$ cat config.mk
export PLATFORM = sky130hd
export DESIGN_NAME = byte_fifo_with_read_cursor
export DESIGN_NICKNAME = d
export VERILOG_FILES = /design/src/bfc_pkg.sv /design/src/bfc_front.sv /design/src/bfc_queue.sv /design/src/bfc_back.sv /design/src/byte_fifo_with_read_cursor.sv
export SDC_FILE = /design/constraint.sdc
export NUM_CORES = 1
export LEC_CHECK = 0
export ABC_AREA = 0
export BUFFER_PORTS_ARGS = -buffer_cell sky130_fd_sc_hd__buf_2
export CORE_UTILIZATION = 30
export CTS_CLUSTER_DIAMETER = 120
export DETAILED_ROUTE_END_ITERATION = 7
export MAX_ROUTING_LAYER = met4
export SETUP_SLACK_MARGIN = 0.2
export SYNTH_ARGS = -nofsm -noshare
export SYNTH_HDL_FRONTEND = slang
export SYNTH_SLANG_ARGS = --single-unit
export TNS_END_PERCENT = 30
$ cat constraint.sdc
create_clock -name i_clk -period 14.25 [get_ports i_clk]
set_clock_uncertainty 0.15 [all_clocks]
set_input_delay 0.7125 -clock i_clk [delete_from_list [all_inputs] [get_ports i_clk]]
set_output_delay 0.7125 -clock i_clk [all_outputs]
set_load 0.02 [all_outputs]
$ cat src/bfc_pkg.sv
package bfc_pkg;

    // Store geometry.
    localparam int DEPTH       = 64;
    localparam int MAX_RESULTS = 64;
    localparam int IDX_W       = $clog2(DEPTH);
    localparam int CNT_W       = $clog2(DEPTH + 1);
    localparam int SUM_W       = CNT_W + 1;

    // Field widths of the stream items.
    localparam int CMD_W    = 4;
    localparam int BYTE_W   = 8;
    localparam int COUNT_W  = 7;
    localparam int OFFSET_W = 8;
    localparam int STATUS_W = 3;
    localparam int SIZE_W   = 7;

    // Common width for comparing a requested count against a fill level.
    localparam int CMP_W  = (CNT_W > COUNT_W) ? CNT_W + 1 : COUNT_W + 1;
    // Signed width that holds a cursor plus a relative move without overflow.
    localparam int SEEK_W = ((CNT_W > OFFSET_W) ? CNT_W : OFFSET_W) + 2;

    // Job queue between the command front end and the result back end.
    localparam int Q_DEPTH = 4;
    localparam int Q_PTR_W = $clog2(Q_DEPTH);
    localparam int Q_CNT_W = $clog2(Q_DEPTH + 1);
    localparam int RUNS_W  = $clog2(Q_DEPTH + 2);

    typedef logic [CMD_W-1:0]    t_cmd;
    typedef logic [STATUS_W-1:0] t_status;

    localparam t_cmd CMD_WRITE     = 4'd0;
    localparam t_cmd CMD_READ      = 4'd1;
    localparam t_cmd CMD_EXTRACT   = 4'd2;
    localparam t_cmd CMD_SEEK_ABS  = 4'd3;
    localparam t_cmd CMD_SEEK_REL  = 4'd4;
    localparam t_cmd CMD_CLEAN     = 4'd5;
    localparam t_cmd CMD_CLEAR     = 4'd6;
    localparam t_cmd CMD_CLOSE     = 4'd7;
    localparam t_cmd CMD_SET_ERROR = 4'd8;

    localparam t_status ST_OK      = 3'd0;
    localparam t_status ST_DENIED  = 3'd1;
    localparam t_status ST_NO_DATA = 3'd2;
    localparam t_status ST_SHORT   = 3'd3;
    localparam t_status ST_FULL    = 3'd4;

    // One queued job: either a single status result or a run of stored bytes.
    typedef struct packed {
        logic              is_run;
        logic [IDX_W-1:0]  start;
        logic [CNT_W-1:0]  len;
        t_status           status;
        logic [SIZE_W-1:0] size;
        logic [SIZE_W-1:0] avail;
        logic              eof;
    } t_job;

    // Store write port driven by the front end.
    typedef struct packed {
        logic              en;
        logic [IDX_W-1:0]  addr;
        logic [BYTE_W-1:0] data;
    } t_wr;

    // Circular index advance; base and step are both at most DEPTH, so a
    // single conditional subtract wraps the sum.
    function automatic logic [IDX_W-1:0] wrap_add(input logic [IDX_W-1:0] base,
                                                  input logic [CNT_W-1:0] step);
        logic [SUM_W-1:0] sum;
        sum = SUM_W'(base) + SUM_W'(step);
        if (sum >= SUM_W'(DEPTH)) begin
            sum = sum - SUM_W'(DEPTH);
        end
        return sum[IDX_W-1:0];
    endfunction

endpackage

$ cat src/bfc_front.sv
module bfc_front import bfc_pkg::*; (
    input  logic                       i_clk,
    input  logic                       i_rst_n,
    input  logic                       i_valid,
    output logic                       o_ready,
    input  t_cmd                       i_cmd,
    input  logic [BYTE_W-1:0]          i_data_byte,
    input  logic [COUNT_W-1:0]         i_count,
    input  logic signed [OFFSET_W-1:0] i_offset,
    input  logic                       i_q_full,
    input  logic                       i_run_done,
    output logic                       o_push,
    output t_job                       o_job,
    output t_wr                        o_wr
);

    logic [IDX_W-1:0]  r_head,   n_head;
    logic [CNT_W-1:0]  r_fill,   n_fill;
    logic [CNT_W-1:0]  r_cursor, n_cursor;
    logic              r_closed, n_closed;
    logic              r_err,    n_err;
    logic [RUNS_W-1:0] r_runs,   n_runs;

    logic              accept;
    logic [CNT_W-1:0]  avail;
    logic [CNT_W-1:0]  take;
    logic [CNT_W-1:0]  seek_base;
    logic [SEEK_W-1:0] seek_sum;
    t_job              job;

    // Writes wait while any queued or active run may still read the store,
    // since an append can land on a slot that an extract just released.
    assign o_ready = !i_q_full && !(i_cmd == CMD_WRITE && r_runs != '0);
    assign accept  = i_valid && o_ready;

    always_comb begin
        n_head   = r_head;
        n_fill   = r_fill;
        n_cursor = r_cursor;
        n_closed = r_closed;
        n_err    = r_err;
        o_wr     = '0;
        job      = '0;
        job.status = ST_OK;
        job.start  = r_head;

        avail = (i_cmd == CMD_READ) ? r_fill - r_cursor : r_fill;
        if (i_count == '0 || CMP_W'(i_count) > CMP_W'(avail)) begin
            take = avail;
        end else begin
            take = CNT_W'(i_count);
        end
        if (CMP_W'(take) > CMP_W'(MAX_RESULTS)) begin
            take = CNT_W'(MAX_RESULTS);
        end

        seek_base = (i_cmd == CMD_SEEK_REL) ? r_cursor : '0;
        seek_sum  = SEEK_W'(seek_base) + SEEK_W'(i_offset);

        case (i_cmd)
            CMD_WRITE: begin
                if (r_closed || r_err) begin
                    job.status = ST_DENIED;
                end else if (r_fill == CNT_W'(DEPTH)) begin
                    job.status = ST_FULL;
                end else begin
                    o_wr.en   = accept;
                    o_wr.addr = wrap_add(r_head, r_fill);
                    o_wr.data = i_data_byte;
                    n_fill    = r_fill + CNT_W'(1);
                end
            end
            CMD_READ, CMD_EXTRACT: begin
                if (r_err) begin
                    job.status = ST_DENIED;
                end else if (i_count != '0 && avail == '0) begin
                    job.status = ST_NO_DATA;
                end else if (r_closed && CMP_W'(i_count) > CMP_W'(avail)) begin
                    job.status = ST_SHORT;
                end else if (take != '0) begin
                    job.is_run = 1'b1;
                    job.len    = take;
                    if (i_cmd == CMD_READ) begin
                        job.start = wrap_add(r_head, r_cursor);
                        n_cursor  = r_cursor + take;
                    end else begin
                        n_head   = wrap_add(r_head, take);
                        n_fill   = r_fill - take;
                        n_cursor = (r_cursor > take) ? r_cursor - take : '0;
                    end
                end
            end
            CMD_SEEK_ABS, CMD_SEEK_REL: begin
                if (seek_sum[SEEK_W-1]) begin
                    n_cursor = '0;
                end else if (seek_sum > SEEK_W'(r_fill)) begin
                    n_cursor = r_fill;
                end else begin
                    n_cursor = CNT_W'(seek_sum);
                end
            end
            CMD_CLEAN: begin
                if (r_cursor != '0) begin
                    n_head   = wrap_add(r_head, r_cursor);
                    n_fill   = r_fill - r_cursor;
                    n_cursor = '0;
                end
            end
            CMD_CLEAR: begin
                n_head   = '0;
                n_fill   = '0;
                n_cursor = '0;
            end
            CMD_CLOSE: begin
                n_closed = 1'b1;
            end
            CMD_SET_ERROR: begin
                n_err = 1'b1;
            end
            default: begin
            end
        endcase

        // Every result reports the state as it stands after the command.
        job.size  = SIZE_W'(n_fill);
        job.avail = SIZE_W'(n_fill - n_cursor);
        job.eof   = n_err || (n_closed && n_fill == n_cursor);

        n_runs = r_runs + RUNS_W'(accept && job.is_run) - RUNS_W'(i_run_done);
    end

    assign o_push = accept;
    assign o_job  = job;

    always_ff @(posedge i_clk) begin
        if (!i_rst_n) begin
            r_head   <= '0;
            r_fill   <= '0;
            r_cursor <= '0;
            r_closed <= 1'b0;
            r_err    <= 1'b0;
            r_runs   <= '0;
        end else begin
            r_runs <= n_runs;
            if (accept) begin
                r_head   <= n_head;
                r_fill   <= n_fill;
                r_cursor <= n_cursor;
                r_closed <= n_closed;
                r_err    <= n_err;
            end
        end
    end

endmodule

$ cat src/bfc_queue.sv
module bfc_queue import bfc_pkg::*; (
    input  logic i_clk,
    input  logic i_rst_n,
    input  logic i_push,
    input  t_job i_job,
    input  logic i_pop,
    output t_job o_job,
    output logic o_full,
    output logic o_empty
);

    t_job               r_slot [Q_DEPTH];
    logic [Q_PTR_W-1:0] r_wp;
    logic [Q_PTR_W-1:0] r_rp;
    logic [Q_CNT_W-1:0] r_cnt;

    assign o_full  = (r_cnt == Q_CNT_W'(Q_DEPTH));
    assign o_empty = (r_cnt == '0);
    assign o_job   = r_slot[r_rp];

    always_ff @(posedge i_clk) begin
        if (i_push) begin
            r_slot[r_wp] <= i_job;
        end
    end

    always_ff @(posedge i_clk) begin
        if (!i_rst_n) begin
            r_wp  <= '0;
            r_rp  <= '0;
            r_cnt <= '0;
        end else begin
            if (i_push) begin
                r_wp <= (r_wp == Q_PTR_W'(Q_DEPTH - 1)) ? '0 : r_wp + Q_PTR_W'(1);
            end
            if (i_pop) begin
                r_rp <= (r_rp == Q_PTR_W'(Q_DEPTH - 1)) ? '0 : r_rp + Q_PTR_W'(1);
            end
            r_cnt <= r_cnt + Q_CNT_W'(i_push) - Q_CNT_W'(i_pop);
        end
    end

endmodule

$ cat src/bfc_back.sv
module bfc_back import bfc_pkg::*; (
    input  logic                i_clk,
    input  logic                i_rst_n,
    input  t_job                i_job,
    input  logic                i_q_empty,
    output logic                o_pop,
    input  t_wr                 i_wr,
    output logic                o_run_done,
    output logic                o_valid,
    input  logic                i_ready,
    output logic [BYTE_W-1:0]   o_out_byte,
    output logic                o_has_byte,
    output logic                o_last,
    output t_status             o_status,
    output logic [SIZE_W-1:0]   o_size_now,
    output logic [SIZE_W-1:0]   o_available_now,
    output logic                o_end_of_file
);

    logic [BYTE_W-1:0] r_mem [DEPTH];

    // Run in progress.
    logic              r_busy, n_busy;
    logic [IDX_W-1:0]  r_addr, n_addr;
    logic [CNT_W-1:0]  r_left, n_left;
    t_job              r_cur,  n_cur;

    // Read stage, holding the registered store data.
    logic              r_s1_v;
    logic              r_s1_has;
    logic              r_s1_last;
    t_job              r_s1_meta;
    logic [BYTE_W-1:0] r_s1_byte;

    // Output register.
    logic              r_o_v;
    logic [BYTE_W-1:0] r_o_byte;
    logic              r_o_has;
    logic              r_o_last;
    t_job              r_o_meta;

    logic              out_free;
    logic              s1_free;
    logic              iss;
    logic              iss_has;
    logic              iss_last;
    logic [IDX_W-1:0]  iss_addr;
    t_job              iss_meta;

    assign out_free = !r_o_v || i_ready;
    assign s1_free  = !r_s1_v || out_free;

    always_comb begin
        iss        = 1'b0;
        iss_has    = 1'b0;
        iss_last   = 1'b1;
        iss_addr   = r_addr;
        iss_meta   = r_cur;
        o_pop      = 1'b0;
        o_run_done = 1'b0;
        n_busy     = r_busy;
        n_addr     = r_addr;
        n_left     = r_left;
        n_cur      = r_cur;
        if (s1_free) begin
            if (r_busy) begin
                iss      = 1'b1;
                iss_has  = 1'b1;
                iss_last = (r_left == CNT_W'(1));
                n_addr   = wrap_add(r_addr, CNT_W'(1));
                n_left   = r_left - CNT_W'(1);
                if (iss_last) begin
                    n_busy     = 1'b0;
                    o_run_done = 1'b1;
                end
            end else if (!i_q_empty) begin
                o_pop    = 1'b1;
                iss      = 1'b1;
                iss_meta = i_job;
                if (i_job.is_run) begin
                    iss_has  = 1'b1;
                    iss_addr = i_job.start;
                    iss_last = (i_job.len == CNT_W'(1));
                    if (iss_last) begin
                        o_run_done = 1'b1;
                    end else begin
                        n_busy = 1'b1;
                        n_addr = wrap_add(i_job.start, CNT_W'(1));
                        n_left = i_job.len - CNT_W'(1);
                        n_cur  = i_job;
                    end
                end
            end
        end
    end

    always_ff @(posedge i_clk) begin
        if (i_wr.en) begin
            r_mem[i_wr.addr] <= i_wr.data;
        end
        if (iss && iss_has) begin
            r_s1_byte <= r_mem[iss_addr];
        end
    end

    always_ff @(posedge i_clk) begin
        r_addr <= n_addr;
        r_left <= n_left;
        r_cur  <= n_cur;
        if (s1_free && iss) begin
            r_s1_has  <= iss_has;
            r_s1_last <= iss_last;
            r_s1_meta <= iss_meta;
        end
        if (out_free && r_s1_v) begin
            r_o_byte <= r_s1_has ? r_s1_byte : '0;
            r_o_has  <= r_s1_has;
            r_o_last <= r_s1_last;
            r_o_meta <= r_s1_meta;
        end
    end

    always_ff @(posedge i_clk) begin
        if (!i_rst_n) begin
            r_busy <= 1'b0;
            r_s1_v <= 1'b0;
            r_o_v  <= 1'b0;
        end else begin
            r_busy <= n_busy;
            if (s1_free) begin
                r_s1_v <= iss;
            end
            if (out_free) begin
                r_o_v <= r_s1_v;
            end
        end
    end

    assign o_valid         = r_o_v;
    assign o_out_byte      = r_o_byte;
    assign o_has_byte      = r_o_has;
    assign o_last          = r_o_last;
    assign o_status        = r_o_meta.status;
    assign o_size_now      = r_o_meta.size;
    assign o_available_now = r_o_meta.avail;
    assign o_end_of_file   = r_o_meta.eof;

endmodule

$ cat src/byte_fifo_with_read_cursor.sv
// Throughput: one command per cycle while the job queue has room; a read or extract run
// delivers one byte per cycle while the output is ready, set by the single store read
// port and the read stage in the result back end.
// A write waits at the input while any read or extract run is queued or in progress.
// Reset (synchronous, active low) empties the store, clears cursor and flags and drops
// queued jobs; the byte store itself is not cleared and needs no clearing pass.
module byte_fifo_with_read_cursor import bfc_pkg::*; (
    input  logic        i_clk,
    input  logic        i_rst_n,
    input  logic        s_axis_tvalid,
    output logic        s_axis_tready,
    // data_byte [7:0], count [14:8], offset [22:15], zero [23]
    input  logic [23:0] s_axis_tdata,
    // cmd [3:0]
    input  logic [3:0]  s_axis_tuser,
    output logic        m_axis_tvalid,
    input  logic        m_axis_tready,
    // out_byte [7:0], status [10:8], size_now [17:11], available_now [24:18],
    // end_of_file [25], zero [31:26]
    output logic [31:0] m_axis_tdata,
    // has_byte [0]
    output logic [0:0]  m_axis_tuser,
    output logic        m_axis_tlast
);

    // The front end decodes each command, updates head, fill level, cursor and
    // flags at once, writes appended bytes into the store, and queues one job
    // per command. The back end turns each job into its result transfers.
    t_job              fr_job;
    t_job              q_job;
    t_wr               wr;
    logic              push;
    logic              pop;
    logic              q_full;
    logic              q_empty;
    logic              run_done;

    logic [BYTE_W-1:0] out_byte;
    logic              has_byte;
    logic              last;
    t_status           status;
    logic [SIZE_W-1:0] size_now;
    logic [SIZE_W-1:0] available_now;
    logic              end_of_file;

    bfc_front u_front (
        .i_clk       (i_clk),
        .i_rst_n     (i_rst_n),
        .i_valid     (s_axis_tvalid),
        .o_ready     (s_axis_tready),
        .i_cmd       (s_axis_tuser),
        .i_data_byte (s_axis_tdata[7:0]),
        .i_count     (s_axis_tdata[14:8]),
        .i_offset    ($signed(s_axis_tdata[22:15])),
        .i_q_full    (q_full),
        .i_run_done  (run_done),
        .o_push      (push),
        .o_job       (fr_job),
        .o_wr        (wr)
    );

    // A few jobs of slack let short status results flow while a long run
    // drains at the output.
    bfc_queue u_queue (
        .i_clk   (i_clk),
        .i_rst_n (i_rst_n),
        .i_push  (push),
        .i_job   (fr_job),
        .i_pop   (pop),
        .o_job   (q_job),
        .o_full  (q_full),
        .o_empty (q_empty)
    );

    bfc_back u_back (
        .i_clk           (i_clk),
        .i_rst_n         (i_rst_n),
        .i_job           (q_job),
        .i_q_empty       (q_empty),
        .o_pop           (pop),
        .i_wr            (wr),
        .o_run_done      (run_done),
        .o_valid         (m_axis_tvalid),
        .i_ready         (m_axis_tready),
        .o_out_byte      (out_byte),
        .o_has_byte      (has_byte),
        .o_last          (last),
        .o_status        (status),
        .o_size_now      (size_now),
        .o_available_now (available_now),
        .o_end_of_file   (end_of_file)
    );

    assign m_axis_tdata = {6'b0, end_of_file, available_now, size_now, status, out_byte};
    assign m_axis_tuser = has_byte;
    assign m_axis_tlast = last;

endmodule
==> out/results.md <==
### Worst setup path
* **cell occurring most often along the worst timing path** sky130_fd_sc_hd__a21oi_1
* **signal arrival time at the worst endpoint** 9.59 ns
* **cell with the biggest individual delay on the critical path** sky130_fd_sc_hd__a211oi_1
* **category of the worst setup path capture point** flop
* **maximum fanout along the worst path** 8
* **Worst Setup Start Kind** flop
* **max incr delay on CP** 0.57 ns
* **Worst Path Class, Setup** reg -> reg
* **WP data required** 14.52 ns

### Logic synthesis
* **Post-Syn Area** 0.0344 mm²
* **YS warnings** 0
* **share of flip-flops with an asynchronous set or reset** 0%
* **cell type with the largest total area after synthesis** sky130_fd_sc_hd__edfxtp_1
* **Post-synth EDFFs** 727
* **flop and latch count out of synthesis** 764
* **Post-Synthesis Mean Instance Area** 13.1 µm²
* **fraction of synthesized cell area taken by the top area cell type** 63.4%
* **number of instances in the synthesized netlist** 2622
* **number of distinct library cells after synthesis** 82
* **most used flip-flop cell after synthesis** sky130_fd_sc_hd__edfxtp_1
* **proportion of synthesized chip area in sequential cells** 65.6%
* **leading post-synthesis cells by cell area** sky130_fd_sc_hd__edfxtp_1 63%, sky130_fd_sc_hd__a211oi_1 4.2%, sky130_fd_sc_hd__nand2_1 3.8%

### Pwr
* **static leakage** 12.6 nW
* **total power divided by cell area** 206 mW/mm²
* **sum of internal, switching and leakage power** 7.95 mW
* **Peak VDD IR** 369 µV

### Clocking
* **Clk pin slew, worst setup/hold paths** 0.06 ns
* **buffers inserted during post-CTS setup optimization** 0
* **number of buffers added to fix hold violations after cts** 0
* **number of buffers created by CTS** 76
* **number of H-tree levels** 3
* **Clock Path Buffers** 3
* **clock latency on the worst-skew pair** 0.63 ns
* **CTS root buffer** sky130_fd_sc_hd__clkbuf_16
* **clock tree from TritonCTS** built
* **clock sinks** 764
* **number of gates resized after CTS** 0

### Timing
* **upper clock frequency limit** 0.107 GHz
* **normalized max-slew margin** 21.9%
* **share of the cycle needed by the critical path after routing** 65.4%
* **fin. max-slew vios** 0
* **min Tclk post-route** 9.31 ns
* **total negative setup slack** 0 ns
* **Final Setup Violations** 0
* **Final Hold Violating Endpoints** 0
* **slew at the pin closest to its max-slew limit** 1.16 ns
* **unrepaired setup endpoints after global routing** false
* **WHS** 0.267 ns

### Routing
* **DRC marker count from the first detailed-route iteration** 1825
* **detailed-router iteration count before antenna repair** 6
* **DR WL/cell** 19.0 µm
* **total detailed-routing wirelength** 79600 µm
* **number of vias per cell after detailed routing** 5.04
* **DRC** 0
* **Vias** 21165
* **post-route antenna net violation count** 0

### GRT
* **maximum number of pins on one net before global-route repair** 129
* **global-route wire length before repair** 121000 µm
* **initial antenna violation count** 1
* **combined global-route utilization of all metal layers** 13.8%
* **final global-route overflow total** 0
* **via count of the first global-routing pass** 20255

### Die
* **number of placement rows** 123
* **Die Outline Area** 0.116 mm²
* **Die Y** 341 µm
* **core region area** 0.113 mm²
* **Starting Density** 30.4%
* **Die Width** 341 µm
* **Ports** 68

### Cells and area
* **total area of sequential cells** 0.0226 mm²
* **ratio of cells with drive above 1 in the final layout** 10.6%
* **growth of design area from synthesis to finish** 12.3%
* **commonest cells after routing, fill and taps aside** 727 x sky130_fd_sc_hd__edfxtp_1, 346 x sky130_fd_sc_hd__nand2_1, 192 x sky130_fd_sc_hd__a211oi_1
* **most common cell after layout, fill and taps aside** sky130_fd_sc_hd__edfxtp_1
* **Post-Layout Cell Count** 4199
* **combined area of the multi-input logic cells** 0.0110 mm²
* **final net count** 2768
* **Filler Cells Inserted** 10986
* **share of the core filled with cells in the final layout** 34.2%

### Placement
* **Placed Cells** 4063
* **port buffer count** 60
* **post-DP HPWL** 48600 µm
* **Placer Congestion** 0.886

### Outcome
* **result of the run** finished clean

### Run
* **max_cap viols** 0

### Worst hold path
* **classification of the worst-slack hold path** reg -> reg

-- path summary, 6_finish.rpt --
check,from,endpoint,slack (ns),cells after the start
setup / recovery,u_front.r_fill[0]$_SDFFE_PN0P_,u_queue.r_slot[3][7]$_DFFE_PP_,4.94,37
hold reg to reg,u_back.r_s1_meta[1]$_DFFE_PP_,u_back.o_available_now[0]$_DFFE_PP_,0.27,0
setup reg to reg,u_front.r_fill[0]$_SDFFE_PN0P_,u_queue.r_slot[3][7]$_DFFE_PP_,4.94,37
hold / removal,u_back.r_s1_meta[1]$_DFFE_PP_,u_back.o_available_now[0]$_DFFE_PP_,0.27,0
-- cell families after synthesis --
group                    count (synthesis)  synth area share, %
AO/OA/AOI/OAI                          616                 12.5
XOR/XNOR                                59                 1.52
adder cells (fa/ha/maj)                 95                 3.69
buffers and inverters                  233                 2.72
flip-flops                             764                 65.6
multiplexers                            80                 3.59
other                                    1               0.0109
AND/OR/NAND/NOR                        774                 10.4
-- worst max-delay path, delay by kind of cell (launching register included) --
kind                     cells  cell delay, ns
XOR/XNOR                     2            0.44
AO/OA/AOI/OAI               13            3.70
flip-flops                   1            0.44
buffers and inverters        3            0.58
multiplexers                 1            0.29
adder cells (fa/ha/maj)      5            1.64
AND/OR/NAND/NOR             13            1.85
-- per-layer routing --
layer | up-vias | part of all wire [%] | global-route usage [%]
met3 | 139 | 5.6 | 1.78
met2 | 599 | 44 | 20.4
met4 | 0 | 2.8 | 4.97
met5 | - | 0 | -
met1 | 10455 | 47 | 19.5
li1 | 9972 | - | -
-- flip-flops by register name (all words and copies together) (netlist names), 2 cells and up, named ones only --
| signal | count |
|---|---|
| u_back.r_cur | 18 |
| u_back.o_size_now | 7 |
| u_back.o_available_now | 7 |
| u_front.r_head | 6 |
| u_back.r_addr | 6 |
| u_front.r_runs | 3 |
| u_front.r_cursor | 7 |
| u_queue.r_cnt | 3 |
| u_back.r_mem | 512 |
| u_back.r_s1_byte | 8 |
| u_front.r_fill | 7 |
| u_back.r_left | 7 |
| u_back.o_status | 3 |
| u_queue.r_wp | 2 |
| u_queue.r_rp | 2 |
| u_queue.r_slot | 128 |
| u_back.o_out_byte | 8 |
| u_back.r_s1_meta | 18 |
-- synthesized netlist by cell type (all sizes together), types with 5 or more instances --
| library cell | instances |
|---|---|
| edfxtp | 727 |
| nand2 | 346 |
| a211oi | 192 |
| nor2 | 158 |
| and2 | 151 |
| a21oi | 131 |
| clkbuf | 126 |
| ha | 84 |
| a31oi | 75 |
| inv | 71 |
| a311oi | 65 |
| o21ai | 47 |
| dfxtp | 37 |
| xnor2 | 36 |
| buf | 35 |
| mux4 | 32 |
| mux2 | 25 |
| mux2i | 23 |
| xor2 | 23 |
| nor3 | 22 |
| nand3 | 20 |
| a21o | 16 |
| nor4 | 15 |
| nor2b | 14 |
| fa | 11 |
| nand2b | 11 |
| o21bai | 11 |
| a211o | 9 |
| o21a | 9 |
| a22oi | 8 |
| o22ai | 7 |
| and3 | 6 |
| nand4 | 5 |
| o31ai | 5 |
-- metrics by stage --
| step | area, µm² | worst slack [ns] |
|---|---|---|
| after floorplan | 34400 | 6.91 |
| after global placement | 36400 | 5.16 |
| after detailed placement | 36400 | 5.14 |
| after CTS | 38700 | 5.10 |
| after global routing | 38700 | 4.19 |
| final | 38700 | 4.94 |
-- layout make-up --
type                       count  share of cell area, %
inverter                      72                  0.699
clock buffer                  98                   5.24
tap                         1500                   4.85
clock inverter                37                  0.702
sequential                   764                   58.4
antenna                        1                0.00647
multi-input combinational   1630                   28.6
timing repair buffer          97                   1.53
-- power breakdown --
| part | switching (mW) | internal (mW) | total, mW |
|---|---|---|---|
| registers | 0.0929 | 2.75 | 2.85 |
| logic | 2.13 | 1.11 | 3.24 |
| clock network | 0.831 | 1.03 | 1.86 |
| total | 3.06 | 4.89 | 7.95 |
Note: power is estimated with default switching activity, not from simulation.
